$ cat src/sv/kpsd_pkg.sv
// ----------------------------------------------------------------------------
// kpsd_pkg
// Shared types, constants and the key map of the keypad scanner.
// ----------------------------------------------------------------------------
package kpsd_pkg;

  localparam int HISTORY_BITS = 8;
  localparam int NUM_ROWS     = 4;
  localparam int NUM_COLS     = 4;
  localparam int NUM_SLOTS    = 2;

  localparam logic ACT_TICK = 1'b0;
  localparam logic ACT_POP  = 1'b1;

  typedef logic [HISTORY_BITS-1:0] hist_t;

  // Keys found pressed on one tick, in row order.
  typedef struct packed {
    logic [NUM_ROWS-1:0]      hit;
    logic [NUM_ROWS-1:0][3:0] idx;
  } push_t;

  // Ring slot: occupied bit above the key index.
  typedef struct packed {
    logic       occ;
    logic [3:0] idx;
  } slot_t;

  typedef struct packed {
    logic [1:0] drive_col;
    logic       key_valid;
    logic [3:0] key_index;
    logic [7:0] key_char;
    logic [1:0] queue_count;
  } result_t;

  localparam logic [7:0] KEY_MAP [16] = '{
    8'h44, 8'h43, 8'h42, 8'h41, 8'h23, 8'h39, 8'h36, 8'h33,
    8'h30, 8'h38, 8'h35, 8'h32, 8'h2a, 8'h37, 8'h34, 8'h31
  };

  function automatic logic [7:0] key_to_char(input logic [3:0] k);
    return KEY_MAP[k];
  endfunction

endpackage

$ cat src/sv/keypad_scan_debounce_queue_core.sv
// ----------------------------------------------------------------------------
// keypad_scan_debounce_queue_core
// 4x4 keypad scanner with per-key debounce and a two-slot key ring.
// ----------------------------------------------------------------------------
// Each accepted beat is a scan tick (rows sampled on the driven column) or a
// pop, and yields exactly one result beat. All state updates and the result
// are computed in the cycle of acceptance and land in a two-entry result
// buffer, so one beat per cycle is taken as long as out_stall is low; the
// input stalls only when both buffer entries hold untaken results; out_valid
// is high in the cycle after acceptance. No clearing pass after reset.
module keypad_scan_debounce_queue_core (
  input  logic       clk,
  input  logic       rst_n,
  input  logic       in_valid,
  output logic       in_stall,
  input  logic       in_action,
  input  logic [3:0] in_rows,
  output logic       out_valid,
  input  logic       out_stall,
  output logic [1:0] out_drive_col,
  output logic       out_key_valid,
  output logic [3:0] out_key_index,
  output logic [7:0] out_key_char,
  output logic [1:0] out_queue_count
);

  logic              acc, tick, pop, full, rd_en;
  kpsd_pkg::push_t   push;
  logic [1:0]        col_nxt, count_nxt, oq_cnt;
  logic              key_valid;
  logic [3:0]        key_index;
  kpsd_pkg::result_t res, res_out;

  assign acc      = in_valid && !in_stall;
  assign tick     = acc && (in_action == kpsd_pkg::ACT_TICK);
  assign pop      = acc && (in_action == kpsd_pkg::ACT_POP);
  assign in_stall = full;
  assign rd_en    = out_valid && !out_stall;

  kpsd_scan u_scan (
    .clk     (clk),
    .rst_n   (rst_n),
    .tick    (tick),
    .rows    (in_rows),
    .push    (push),
    .col_nxt (col_nxt)
  );

  kpsd_ring u_ring (
    .clk       (clk),
    .rst_n     (rst_n),
    .en        (acc),
    .push      (push),
    .pop       (pop),
    .key_valid (key_valid),
    .key_index (key_index),
    .count_nxt (count_nxt)
  );

  always_comb begin
    res.drive_col   = col_nxt;
    res.key_valid   = key_valid;
    res.key_index   = key_index;
    res.key_char    = key_valid ? kpsd_pkg::key_to_char(key_index) : 8'h00;
    res.queue_count = count_nxt;
  end

  kpsd_outq u_outq (
    .clk      (clk),
    .rst_n    (rst_n),
    .wr_en    (acc),
    .wr_data  (res),
    .full     (full),
    .rd_valid (out_valid),
    .rd_en    (rd_en),
    .rd_data  (res_out),
    .cnt      (oq_cnt)
  );

  assign out_drive_col   = res_out.drive_col;
  assign out_key_valid   = res_out.key_valid;
  assign out_key_index   = res_out.key_index;
  assign out_key_char    = res_out.key_char;
  assign out_queue_count = res_out.queue_count;

  a_no_key_zero: assert property (@(posedge clk) disable iff (!rst_n)
    out_valid && !out_key_valid |-> out_key_index == 4'd0 && out_key_char == 8'h00)
    else $error("result without key carries nonzero key fields");

  a_char_map: assert property (@(posedge clk) disable iff (!rst_n)
    out_valid && out_key_valid |-> out_key_char == kpsd_pkg::key_to_char(out_key_index))
    else $error("key char does not match key map");

  a_ring_count: assert property (@(posedge clk) disable iff (!rst_n)
    out_valid |-> out_queue_count != 2'd3)
    else $error("ring count out of range");

  a_buf_bound: assert property (@(posedge clk) disable iff (!rst_n)
    oq_cnt != 2'd3)
    else $error("result buffer overflow");

  a_accept_shows: assert property (@(posedge clk) disable iff (!rst_n)
    acc |=> out_valid)
    else $error("accepted beat produced no result");

endmodule

$ cat src/sv/kpsd_scan.sv
// ----------------------------------------------------------------------------
// kpsd_scan
// Column counter and per-key debounce histories; flags keys whose history
// shows a clean rising edge after a run of lows.
// ----------------------------------------------------------------------------
module kpsd_scan (
  input  logic                 clk,
  input  logic                 rst_n,
  input  logic                 tick,
  input  logic [3:0]           rows,
  output kpsd_pkg::push_t      push,
  output logic [1:0]           col_nxt
);

  // One history lane per row, addressed by column.
  kpsd_pkg::hist_t hist_r [kpsd_pkg::NUM_ROWS][kpsd_pkg::NUM_COLS];
  kpsd_pkg::hist_t hist_new [kpsd_pkg::NUM_ROWS];
  logic [1:0]      col_r;

  always_comb begin
    for (int r = 0; r < kpsd_pkg::NUM_ROWS; r++) begin
      hist_new[r] = {hist_r[r][col_r][kpsd_pkg::HISTORY_BITS-2:0], rows[r]};
      push.hit[r] = tick && (hist_new[r] == kpsd_pkg::hist_t'(1));
      push.idx[r] = {col_r, 2'(r)};
    end
    col_nxt = tick ? col_r + 2'd1 : col_r;
  end

  always_ff @(posedge clk) begin
    if (!rst_n) begin
      col_r <= '0;
      for (int r = 0; r < kpsd_pkg::NUM_ROWS; r++) begin
        for (int c = 0; c < kpsd_pkg::NUM_COLS; c++) begin
          hist_r[r][c] <= '0;
        end
      end
    end else if (tick) begin
      col_r <= col_nxt;
      for (int r = 0; r < kpsd_pkg::NUM_ROWS; r++) begin
        hist_r[r][col_r] <= hist_new[r];
      end
    end
  end

endmodule

$ cat src/sv/kpsd_ring.sv
// ----------------------------------------------------------------------------
// kpsd_ring
// Two-slot key ring. Pushes overwrite without a full check; a pop takes
// the slot at the read pointer only if it is occupied.
// ----------------------------------------------------------------------------
module kpsd_ring (
  input  logic                 clk,
  input  logic                 rst_n,
  input  logic                 en,
  input  kpsd_pkg::push_t      push,
  input  logic                 pop,
  output logic                 key_valid,
  output logic [3:0]           key_index,
  output logic [1:0]           count_nxt
);

  kpsd_pkg::slot_t slot_r   [kpsd_pkg::NUM_SLOTS];
  kpsd_pkg::slot_t slot_nxt [kpsd_pkg::NUM_SLOTS];
  logic            wp_r, wp_nxt;
  logic            rp_r, rp_nxt;

  always_comb begin
    slot_nxt  = slot_r;
    wp_nxt    = wp_r;
    rp_nxt    = rp_r;
    key_valid = 1'b0;
    key_index = '0;
    // Apply pushes in row order.
    for (int r = 0; r < kpsd_pkg::NUM_ROWS; r++) begin
      if (push.hit[r]) begin
        slot_nxt[wp_nxt] = '{occ: 1'b1, idx: push.idx[r]};
        wp_nxt           = ~wp_nxt;
      end
    end
    if (pop && slot_r[rp_r].occ) begin
      key_valid        = 1'b1;
      key_index        = slot_r[rp_r].idx;
      slot_nxt[rp_r]   = '0;
      rp_nxt           = ~rp_r;
    end
    count_nxt = 2'(slot_nxt[0].occ) + 2'(slot_nxt[1].occ);
  end

  always_ff @(posedge clk) begin
    if (!rst_n) begin
      slot_r[0] <= '0;
      slot_r[1] <= '0;
      wp_r      <= 1'b0;
      rp_r      <= 1'b0;
    end else if (en) begin
      slot_r <= slot_nxt;
      wp_r   <= wp_nxt;
      rp_r   <= rp_nxt;
    end
  end

endmodule

$ cat src/sv/kpsd_outq.sv
// ----------------------------------------------------------------------------
// kpsd_outq
// Two-entry result buffer; lets a new beat in while a finished one waits.
// ----------------------------------------------------------------------------
module kpsd_outq (
  input  logic                 clk,
  input  logic                 rst_n,
  input  logic                 wr_en,
  input  kpsd_pkg::result_t    wr_data,
  output logic                 full,
  output logic                 rd_valid,
  input  logic                 rd_en,
  output kpsd_pkg::result_t    rd_data,
  output logic [1:0]           cnt
);

  kpsd_pkg::result_t buf_r [2];
  logic              wptr_r, rptr_r;
  logic [1:0]        cnt_r;

  assign full     = (cnt_r == 2'd2);
  assign rd_valid = (cnt_r != 2'd0);
  assign rd_data  = buf_r[rptr_r];
  assign cnt      = cnt_r;

  always_ff @(posedge clk) begin
    if (wr_en) begin
      buf_r[wptr_r] <= wr_data;
    end
  end

  always_ff @(posedge clk) begin
    if (!rst_n) begin
      wptr_r <= 1'b0;
      rptr_r <= 1'b0;
      cnt_r  <= '0;
    end else begin
      if (wr_en) wptr_r <= ~wptr_r;
      if (rd_en) rptr_r <= ~rptr_r;
      cnt_r <= cnt_r + 2'(wr_en) - 2'(rd_en);
    end
  end

endmodule

$ cat config.mk
export PLATFORM = sky130hd
export DESIGN_NAME = keypad_scan_debounce_queue_core
export DESIGN_NICKNAME = d
export VERILOG_FILES = /design/src/sv/kpsd_pkg.sv /design/src/sv/keypad_scan_debounce_queue_core.sv /design/src/sv/kpsd_scan.sv /design/src/sv/kpsd_ring.sv /design/src/sv/kpsd_outq.sv
export SDC_FILE = /design/constraint.sdc
export NUM_CORES = 1
export LEC_CHECK = 0
export BUFFER_PORTS_ARGS = -buffer_cell sky130_fd_sc_hd__clkbuf_2
export CORE_ASPECT_RATIO = 0.9
export CORE_UTILIZATION = 62
export DETAILED_ROUTE_END_ITERATION = 10
export HOLD_SLACK_MARGIN = 0.12
export PLACE_DENSITY_LB_ADDON = 0.05
export SYNTH_ARGS = -nofsm -noshare
export SYNTH_HDL_FRONTEND = slang
export SYNTH_SLANG_ARGS = --single-unit
$ cat constraint.sdc
create_clock -name clk -period 3.8 [get_ports clk]
set_clock_uncertainty 0.05 [all_clocks]
set_input_delay 0.38 -clock clk [delete_from_list [all_inputs] [get_ports clk]]
set_output_delay 0.38 -clock clk [all_outputs]
set_load 0.1 [all_outputs]
==> results of run 1 <==
-- cell usage in the layout, fill, tap and decap left out, types with 3 or more instances in the layout --
master	Yosys	layout
dfxtp_1	68	67
buf_4	3	13
nand4_1	3	3
and4b_1	3	3
nor2_1	36	36
mux2i_1	14	14
nand4b_1	3	3
edfxtp_1	95	95
nand2_1	118	118
and3_1	5	5
xnor2_1	8	8
ha_1	14	14
nand3_1	10	10
clkbuf_16	0	21
mux2_2	20	20
nor4_2	3	4
a21oi_1	52	52
inv_1	16	16
mux4_2	26	26
nand2b_1	3	3
clkbuf_2	0	26
nor2b_1	15	15
and2_1	19	19
o21ai_0	10	10
nor3_1	4	4
-- worst max-delay path by stage --
stage | slack [ns] | end | from | cells after the start
detailed placement | 0.33 | u_outq.buf_r[0][0] | u_scan.col_r[0] | 8
floorplan | 0.66 | u_outq.buf_r[0][0] | u_scan.col_r[0] | 10
finish | 0.32 | u_outq.buf_r[0][0] | u_scan.col_r[0] | 8
global placement | 0.38 | u_outq.buf_r[0][0] | u_scan.col_r[0] | 8
CTS | 0.31 | u_outq.buf_r[0][0] | u_scan.col_r[0] | 8
global route | 0.13 | u_outq.buf_r[0][0] | u_scan.col_r[0] | 8
-- metal layers --
| layer | global-route usage [%] | up-vias | wire length (um) |
|---|---|---|---|
| met5 | 0 | - | 0 |
| met4 | 9.066 | 0 | 187 |
| met3 | 7.483 | 16 | 933 |
| met2 | 42.05 | 138 | 7200 |
| met1 | 37.51 | 2311 | 6660 |
| li1 | - | 2252 | - |
-- cells in the mapped netlist, types with 4 or more instances --
master / n
mux2_2: 20
ha_1: 14
buf_2: 8
mux2i_1: 14
nand3_1: 10
nand2_1: 118
nor2b_1: 15
clkbuf_1: 24
and2_1: 19
nor3_1: 4
a21oi_1: 52
o21ai_0: 10
edfxtp_1: 95
xnor2_1: 8
and3_1: 5
dfxtp_1: 68
nor2_1: 36
mux4_2: 26
inv_1: 16
-- state kept, by name (all words and copies together) (netlist names), named ones only --
signal	flops
u_outq.wptr_r	1
u_ring.slot_r	10
u_outq.rptr_r	1
u_ring.wp_r	1
u_ring.rp_r	1
u_outq.buf_r	32
u_outq.cnt	2
u_scan.hist_r	112
u_scan.col_r	2
-- where the power goes --
group,total (mW),switching [mW],leakage (nW),internal [mW]
Sequential,2.11,0.0830,1.51,2.03
Clock,1.72,0.688,0.304,1.03
Combinational,1.21,0.894,1.12,0.315
Total,5.04,1.66,2.94,3.37
-- cell families (layout without fill, tap and decap cells) --
group                      count (synthesis)  in the layout
buffers and inverters                     56             90
AOI/OAI and AO/OA                         81             81
xor gates and xnor gates                  10             10
muxes                                     61             61
other                                      1              1
DFF                                      163            163
and+or+nand+nor                          230            230
adders and majority gates                 16             16
-- stage by stage --
stage / area (sq um) / utilization, % / std cells / hold slack (ns) / power (mW)
2_1_floorplan: 7306 / - / 618 / 0.3831 / 3.145
3_3_place_gp: 7594 / 66.41 / 776 / 0.3903 / 3.331
5_1_grt: 8207 / 71.77 / 808 / 0.2086 / 5.219
3_5_place_dp: 7594 / 66.41 / 776 / 0.3937 / 3.354
4_1_cts: 8207 / 71.77 / 808 / 0.2061 / 5.065
6_report: 8207 / 71.77 / 808 / 0.2224 / 5.037
-- final cells by class --
class / count / area share [%]
sequential: 163 / 51.36
inverter: 17 / 0.7776
tap: 156 / 2.378
clock buffer: 24 / 6.785
timing repair buffer: 41 / 3.263
multi-input combinational: 399 / 34.75
clock inverter: 8 / 0.6861
-- worst min-delay path, stage by stage --
cell,delay [ns]
clkbuf_2,0.14
nand2_1,0.08
a21oi_1,0.05
==> key figures, run 1 <==
Hold path
  • Hold Path Depth: 3
  • Min-Delay Path Class: in -> reg
  • Hold Startpoint: in_rows[3]
  • Hold worst-path end: u_scan.hist_r[3][0]

Clock network
  • Sink Count: 163
  • CTS resizes: 0
  • CTS tree: built
  • Clock tree buffer depth: 2
  • H-tree Lvls: 4
  • Post-CTS Setup Bufs: 0
  • CTS Buf Count: 17
  • Root buf cell: clkbuf_16
  • Clock transition at the registers of the reported paths: 0.06 ns
  • Hold Buf Count CTS: 0
  • Clock Latency Late Sink: 0.42 ns

Yosys
  • Post-synth top area share: 39.05%
  • Post-synth EDFFs: 95
  • Adder-cell share of the synthesized area: 2.706%
  • Ys flop type: edfxtp_1
  • Area leader, netlist: edfxtp_1
  • Avg Cell Area, Syn: 11.82 sq um
  • Syn Nets: 641
  • Post-synthesis compound-gate area fraction: 6.576%
  • Area contributors post-synth: edfxtp_1 39%, dfxtp_1 19%, mux4_2 8.0%
  • Yosys warns: 0
  • Multiplexer share of the synthesized area: 13.38%
  • Yosys reg bits: 163
  • Synth cell types: 53
  • Largest family of logic cells by synthesized area: simple AND/OR/NAND/NOR gates
  • Synth Area in XOR/XNOR: 1.387%
  • Fraction of registers with async set/reset: 0%
  • Synth Instances: 618
  • Sequential-to-total area share from yosys stat: 57.68%
  • Syn Std Cell Area: 7306 sq um
  • Simple-gate area share of the yosys netlist: 14.85%

STA
  • Setup ws final: 0.3247 ns
  • Unrepaired setup endpoints after global routing: false
  • Least-Margin Pin Slew: 0.7594 ns
  • Max_slew headroom: 49.37%
  • Setup-failing EPs final: 0
  • Slew Viols, Final: 0
  • Final hold violation count: 0
  • Setup_tns: 0 ns
  • Final period utilization: 91.46%
  • Tmin final: 3.475 ns
  • FMAX: 287.7 MHz

Place
  • Final Wtd Congestion: 0.8193
  • Worst slack, placed: 0.3256 ns
  • Port Buffer Count: 26
  • Final HPWL from detailed placement: 9552 um

Die
  • Die Height: 105.0 um
  • Cell Rows: 37
  • Die X: 116.4 um
  • Initial Util: 63.89%
  • Core footprint: 11430 sq um
  • Die ar.: 12220 sq um
  • Num ports: 28

Routing
  • Antenna Nets Post-Route: 0
  • DRC: 0
  • Per-cell routed wire length: 18.54 um
  • Routed WL: 14980 um
  • Routed via count: 4717
  • Drt via density: 5.838
  • Pre-antenna DRT Iters: 5
  • Starting DRT DRC Count: 373

Critical path
  • Buf/Inv on CP: 1
  • CP required: 3.92 ns
  • CP max-delay cell: mux4_1
  • CP Class: reg -> reg
  • Worst setup SP type: register
  • Setup crit end kind: register
  • CP delay by family, top: adder cells
  • Critical-path maximum fanout: 33
  • Register-to-Register Path Depth: 8
  • Critical R2R Launch: u_scan.col_r[0]
  • Crit path cell chain: buf_12 > mux4_1 > nor4_2 > nand4b_1 > maj3_2 > a221o_1 > a21oi_1 > ha_1
  • R2r endpoint: u_outq.buf_r[0][0]
  • R2R Setup Slk: 0.32 ns
  • Critical Path AT: 3.59 ns
  • Crit path largest cell delay: 0.62 ns

Final layout
  • Layout cells sized above 1: 19.79%
  • Area Overhead vs Synth: 12.33%
  • Antenna Cells: 0
  • Fin nets: 662
  • Fill count: 831
  • Area of the multi-input gates: 2851 sq um
  • Sequential cell area: 4215 sq um

Global routing
  • Number of global-route vias before repair: 4585
  • Initial antenna violation count: 0
  • Largest net degree at the start of global routing: 52
  • First-pass GRT wire length: 24450 um
  • Final global-route overflow total: 0
  • Overall routing resource usage: 27.36%

Outcome
  • Run status: complete, no violations

Power and ir drop
  • Pwr dens: 613.8 nW/um^2
  • VDD IR-drop max: 0.4963 mV
  • Static Leak: 2.937 nW

Run
  • Max-Cap Viols: 0
Power figures use the tool's default switching activity.
==> run 2: changes to the inputs <==
CORE_UTILIZATION = 60   (was 62)
==> key figures, run 2 (synthesized netlist as in run 1, its figures left out) <==
Final layout
  • Most frequent cells in the layout: 118 x nand2_1, 95 x edfxtp_1, 67 x dfxtp_1, 52 x a21oi_1, 36 x nor2_1
  • Antenna Cells: 0
  • Layout cells sized above 1: 19.24%
  • Area Overhead vs Synth: 11.44%
  • Largest registers: u_scan.hist_r (112), u_outq.buf_r (32), u_ring.slot_r (10)
  • Fin nets: 665
  • Largest reg by FF count: u_scan.hist_r
  • Fill count: 854
  • Max reg flops: 112
  • Most common cell after layout, fill and taps aside: nand2_1

Power and ir drop
  • Power, Total: 4.875 mW
  • Sw Share: 33.10%
  • VDD IR-drop max: 0.3919 mV
  • Pwr dens: 598.7 nW/um^2
  • Clk pwr share: 31.8%
  • Static Leak: 2.912 nW
  • Sequential Power Share: 43.1%
  • Gate power share: 25.1%
  • Net Sw Power: 1.613 mW
  • Int Pwr: 3.261 mW

Place
  • Port Buffer Count: 26
  • Final Wtd Congestion: 0.8693
  • Final HPWL from detailed placement: 9675 um

Routing
  • M1 wire length: 6838 um
  • Drt via density: 5.904
  • Pre-antenna DRT Iters: 4
  • Starting DRT DRC Count: 467
  • Per-cell routed wire length: 18.68 um
  • Antenna Nets Post-Route: 0
  • Routed WL: 15150 um
  • Top layer in use: met4
  • Routed wl met2: 7196 um
  • Met3 WL: 894 um
  • Routed via count: 4788
  • DRC: 0

Clock network
  • Post-CTS Setup Bufs: 0
  • H-tree Lvls: 4
  • Clock Latency Late Sink: 0.43 ns
  • Sink Count: 163
  • CTS tree: built
  • Hold Buf Count CTS: 0
  • CTS Buf Count: 17
  • Clock transition at the registers of the reported paths: 0.06 ns
  • Clock tree buffer depth: 2
  • CTS resizes: 0
  • Root buf cell: clkbuf_16

STA
  • Setup-failing EPs final: 0
  • FMAX: 292.2 MHz
  • Tmin final: 3.422 ns
  • Final hold violation count: 0
  • Slew Viols, Final: 0
  • Least-Margin Pin Slew: 0.7814 ns
  • Unrepaired setup endpoints after global routing: false
  • Max_slew headroom: 47.90%
  • Final period utilization: 90.05%
  • Setup_tns: 0 ns

Die
  • Num ports: 28
  • Die Height: 106.7 um
  • Die X: 118.3 um
  • Die ar.: 12620 sq um
  • Initial Util: 62.62%
  • Cell Rows: 37
  • Core footprint: 11670 sq um

Critical path
  • Setup crit end kind: register
  • Critical Path AT: 3.54 ns
  • Crit path cell chain: buf_12 > mux4_2 > nor4_2 > and4b_1 > nor3_1 > a221o_1 > a21oi_1 > ha_1
  • Crit path largest cell delay: 0.59 ns
  • CP Class: reg -> reg
  • Worst setup SP type: register
  • Critical-path maximum fanout: 29
  • CP max-delay cell: mux4_2
  • CP required: 3.91 ns

Run
  • Max-Cap Viols: 0

Hold path
  • Min-Delay Path Class: in -> reg

Global routing
  • Largest net degree at the start of global routing: 51
  • Number of global-route vias before repair: 4764
  • Initial antenna violation count: 0
  • Overall routing resource usage: 26.23%
  • First-pass GRT wire length: 24640 um
  • Final global-route overflow total: 0

Outcome
  • Run status: complete, no violations
run 2: changes by cell type in the layout (fill, tap and decap cells not counted), moves of 2 or more:
cell       delta
buf_4         +4
clkbuf_1      +4
clkbuf_16     -3
clkinv_1      +2
clkinv_2      +2
inv_4         -2
inv_6         -2
run 2: worst max-delay path: cells and delay by family (launching register included):
family,cells,cell delay [ns]
adder cells (fa/ha/maj),1,0.27
flip-flops,1,0.39
AO/OA/AOI/OAI,2,0.55
AND/OR/NAND/NOR,3,1.03
buffers and inverters,1,0.23
multiplexers,1,0.59
run 2: power groups by stage:
| stage | Clock (mW) | Sequential, mW | Combinational (mW) |
|---|---|---|---|
| 6_report | 1.55 | 2.10 | 1.22 |
| 5_1_grt | 1.64 | 2.12 | 1.29 |
| 4_1_cts | 1.56 | 2.10 | 1.23 |
| 3_5_place_dp | 0 | 2.14 | 1.22 |
| 3_3_place_gp | 0 | 2.13 | 1.21 |
| 2_1_floorplan | 0 | 2.09 | 1.05 |
run 2: path summary, 6_finish.rpt:
| kind | startpoint | to | slack (ns) | depth (start not counted) |
|---|---|---|---|---|
| worst min-delay path | in_rows[2] | u_scan.hist_r[2][0] | 0.22 | 3 |
| worst max-delay path | u_scan.col_r[0] | u_outq.buf_r[0][0] | 0.38 | 8 |
| worst min register to register | u_scan.hist_r[3][24] | u_scan.hist_r[3][24] | 0.40 | 2 |
| worst max register to register | u_scan.col_r[0] | u_outq.buf_r[0][0] | 0.38 | 8 |
run 2: area by class of cell:
type,instances,area (sq um),share of cell area [%]
clock buffer,26,510.5,6.270
clock inverter,6,27.53,0.3381
inverter,17,63.81,0.7838
multi-input combinational,399,2851,35.02
sequential,163,4215,51.77
tap,156,195.2,2.397
timing repair buffer,44,277.8,3.412
run 2: per-stage QoR:
step / cells / cell area [sq um] / util (%) / hold WS, ns / setup WS (ns)
floorplan: 618 / 7306 / - / 0.3831 / 0.6552
global placement: 779 / 7604 / 65.18 / 0.3883 / 0.4887
detailed placement: 779 / 7604 / 65.18 / 0.3960 / 0.4529
global route: 811 / 8142 / 69.79 / 0.2030 / 0.1996
CTS: 811 / 8142 / 69.79 / 0.2037 / 0.3964
finish: 811 / 8142 / 69.79 / 0.2152 / 0.3782
run 2: per-layer routing:
layer,track usage [%],vias up
li1,-,2249
met1,34.67,2354
met2,41.30,164
met3,7.128,21
met4,10.62,0
met5,0,-
==> run 3: changes to the inputs <==
--- a/config.mk
+++ b/config.mk
@@ -9,2 +9,3 @@
 export CORE_ASPECT_RATIO = 0.9
+export CORE_MARGIN = 8
 export CORE_UTILIZATION = 60
==> constraint.sdc (replaced) <==
create_clock -name clk -period 3.8 [get_ports clk]
set_clock_uncertainty 0.05 [all_clocks]
set_input_delay 0 -clock clk [delete_from_list [all_inputs] [get_ports clk]]
set_output_delay 0 -clock clk [all_outputs]
set_load 0.1 [all_outputs]
==> key figures, run 3 (synthesized netlist as in run 1, its figures left out) <==
STA
  • FMAX: 296.6 MHz
  • Setup_tns: 0 ns
  • Tmin final: 3.371 ns
  • Final hold violation count: 0
  • Unrepaired setup endpoints after global routing: false
  • Hold_ws: 0.1932 ns
  • Slew Viols, Final: 0
  • Max_slew headroom: 44.64%
  • Least-Margin Pin Slew: 0.8304 ns
  • Setup-failing EPs final: 0
  • Final period utilization: 88.72%

Critical path
  • CP Class: reg -> reg
  • R2r endpoint: u_outq.buf_r[0][0]
  • CP required: 3.91 ns
  • Critical Path AT: 3.48 ns
  • Critical-path maximum fanout: 23
  • Critical R2R Launch: u_scan.col_r[0]
  • Setup crit end kind: register
  • R2R Setup Slk: 0.43 ns
  • Worst setup SP type: register
  • Register-to-Register Path Depth: 8

Power and ir drop
  • Pwr dens: 596.1 nW/um^2
  • Power, Total: 4.897 mW
  • VDD IR-drop max: 0.3698 mV
  • Static Leak: 2.947 nW

Hold path
  • Hold Startpoint: in_action
  • Min-Delay Path Class: in -> reg
  • Hold worst-path end: u_scan.hist_r[0][4]
  • Hold Path Depth: 4

Final layout
  • Fin nets: 671
  • Largest reg by FF count: u_scan.hist_r
  • Area Overhead vs Synth: 12.43%
  • Layout Cells excl Fill: 821
  • Antenna Cells: 0
  • Largest registers: u_scan.hist_r (112), u_outq.buf_r (32), u_ring.slot_r (10)
  • Layout cells sized above 1: 19.67%
  • Most common cell after layout, fill and taps aside: nand2_1
  • Max reg flops: 112
  • Fill count: 916
  • Post-route cell area: 8214 sq um
  • Most frequent cells in the layout: 118 x nand2_1, 95 x edfxtp_1, 67 x dfxtp_1, 52 x a21oi_1, 36 x nor2_1

Global routing
  • Number of global-route vias before repair: 4636
  • Initial antenna violation count: 0
  • Final global-route overflow total: 0
  • Overall routing resource usage: 19.46%
  • First-pass GRT wire length: 24010 um
  • Largest net degree at the start of global routing: 56

Place
  • Port Buffer Count: 26
  • Final HPWL from detailed placement: 9727 um
  • Placed cell area: 7609 sq um
  • DP Cell Count: 783
  • Final Wtd Congestion: 0.8774

Routing
  • Routed via count: 4719
  • Drt via density: 5.748
  • Pre-antenna DRT Iters: 7
  • Routed WL: 14830 um
  • Starting DRT DRC Count: 345
  • Antenna Nets Post-Route: 0
  • Per-cell routed wire length: 18.06 um
  • DRC: 0

Clock network
  • Clock Latency Late Sink: 0.42 ns
  • Hold Buf Count CTS: 6
  • Root buf cell: clkbuf_16
  • Clock tree buffer depth: 2
  • CTS Buf Count: 17
  • Sink Count: 163
  • Post-CTS Setup Bufs: 0
  • CTS tree: built
  • H-tree Lvls: 4
  • CTS resizes: 0
  • Clock transition at the registers of the reported paths: 0.06 ns

Die
  • Die Height: 120.7 um
  • Num ports: 28
  • Die X: 132.3 um
  • Core footprint: 11980 sq um
  • Die ar.: 15970 sq um
  • Cell Rows: 38
  • Initial Util: 60.98%

Run
  • Max-Cap Viols: 0

Outcome
  • Run status: complete, no violations
run 3: metrics by stage:
stage / worst slack [ns] / utilization (%)
final: 0.4286 / 68.56
after global placement: 0.5052 / 63.50
after CTS: 0.4264 / 68.56
after floorplan: 0.6552 / -
after detailed placement: 0.4560 / 63.50
after global routing: 0.2472 / 68.56
run 3: routing by layer:
layer | routed length, um | part of all wire [%] | GRT usage, % | vias to the layer above
met5 | 0 | 0 | 0 | -
met3 | 920 | 6.2 | 5.017 | 18
met1 | 6689 | 45 | 25.23 | 2304
met2 | 6994 | 47 | 30.93 | 131
met4 | 223 | 1.5 | 7.796 | 0
li1 | - | - | - | 2266
run 3: worst max-delay path by stage:
stage	startpoint	slack, ns	cells after the start	end
3_3_place_gp	u_scan.col_r[0]	0.51	8	u_outq.buf_r[0][0]
2_1_floorplan	u_scan.col_r[0]	0.66	10	u_outq.buf_r[0][0]
3_5_place_dp	u_scan.col_r[0]	0.46	8	u_outq.buf_r[1][0]
4_1_cts	u_scan.col_r[0]	0.43	8	u_outq.buf_r[0][0]
6_report	u_scan.col_r[0]	0.43	8	u_outq.buf_r[0][0]
5_1_grt	u_scan.col_r[0]	0.25	8	u_outq.buf_r[0][0]
run 3: critical path, cell delays in order (launching register included):
cell and delay, ns:
dfxtp_2 0.37, buf_12 0.21, mux4_2 0.58, nor4_2 0.46, and4b_1 0.43, nor3_1 0.16
a221o_1 0.39, a21oi_1 0.17, ha_1 0.27
run 3: power by group:
part / switching (mW) / internal, mW / total, mW
clock: 0.643 / 0.929 / 1.57
sequential: 0.0729 / 2.03 / 2.10
combinational: 0.903 / 0.323 / 1.23
total: 1.62 / 3.28 / 4.90
run 3: final cells by class:
class / instances / area, sq um / share of cell area [%]
Clock inverter: 10 / 81.33 / 0.9901
Inverter: 17 / 63.81 / 0.7768
Sequential cell: 163 / 4215 / 51.32
Tap cell: 160 / 200.2 / 2.437
Multi-Input combinational cell: 399 / 2851 / 34.71
Clock buffer: 22 / 464.2 / 5.651
Timing Repair Buffer: 50 / 337.8 / 4.113
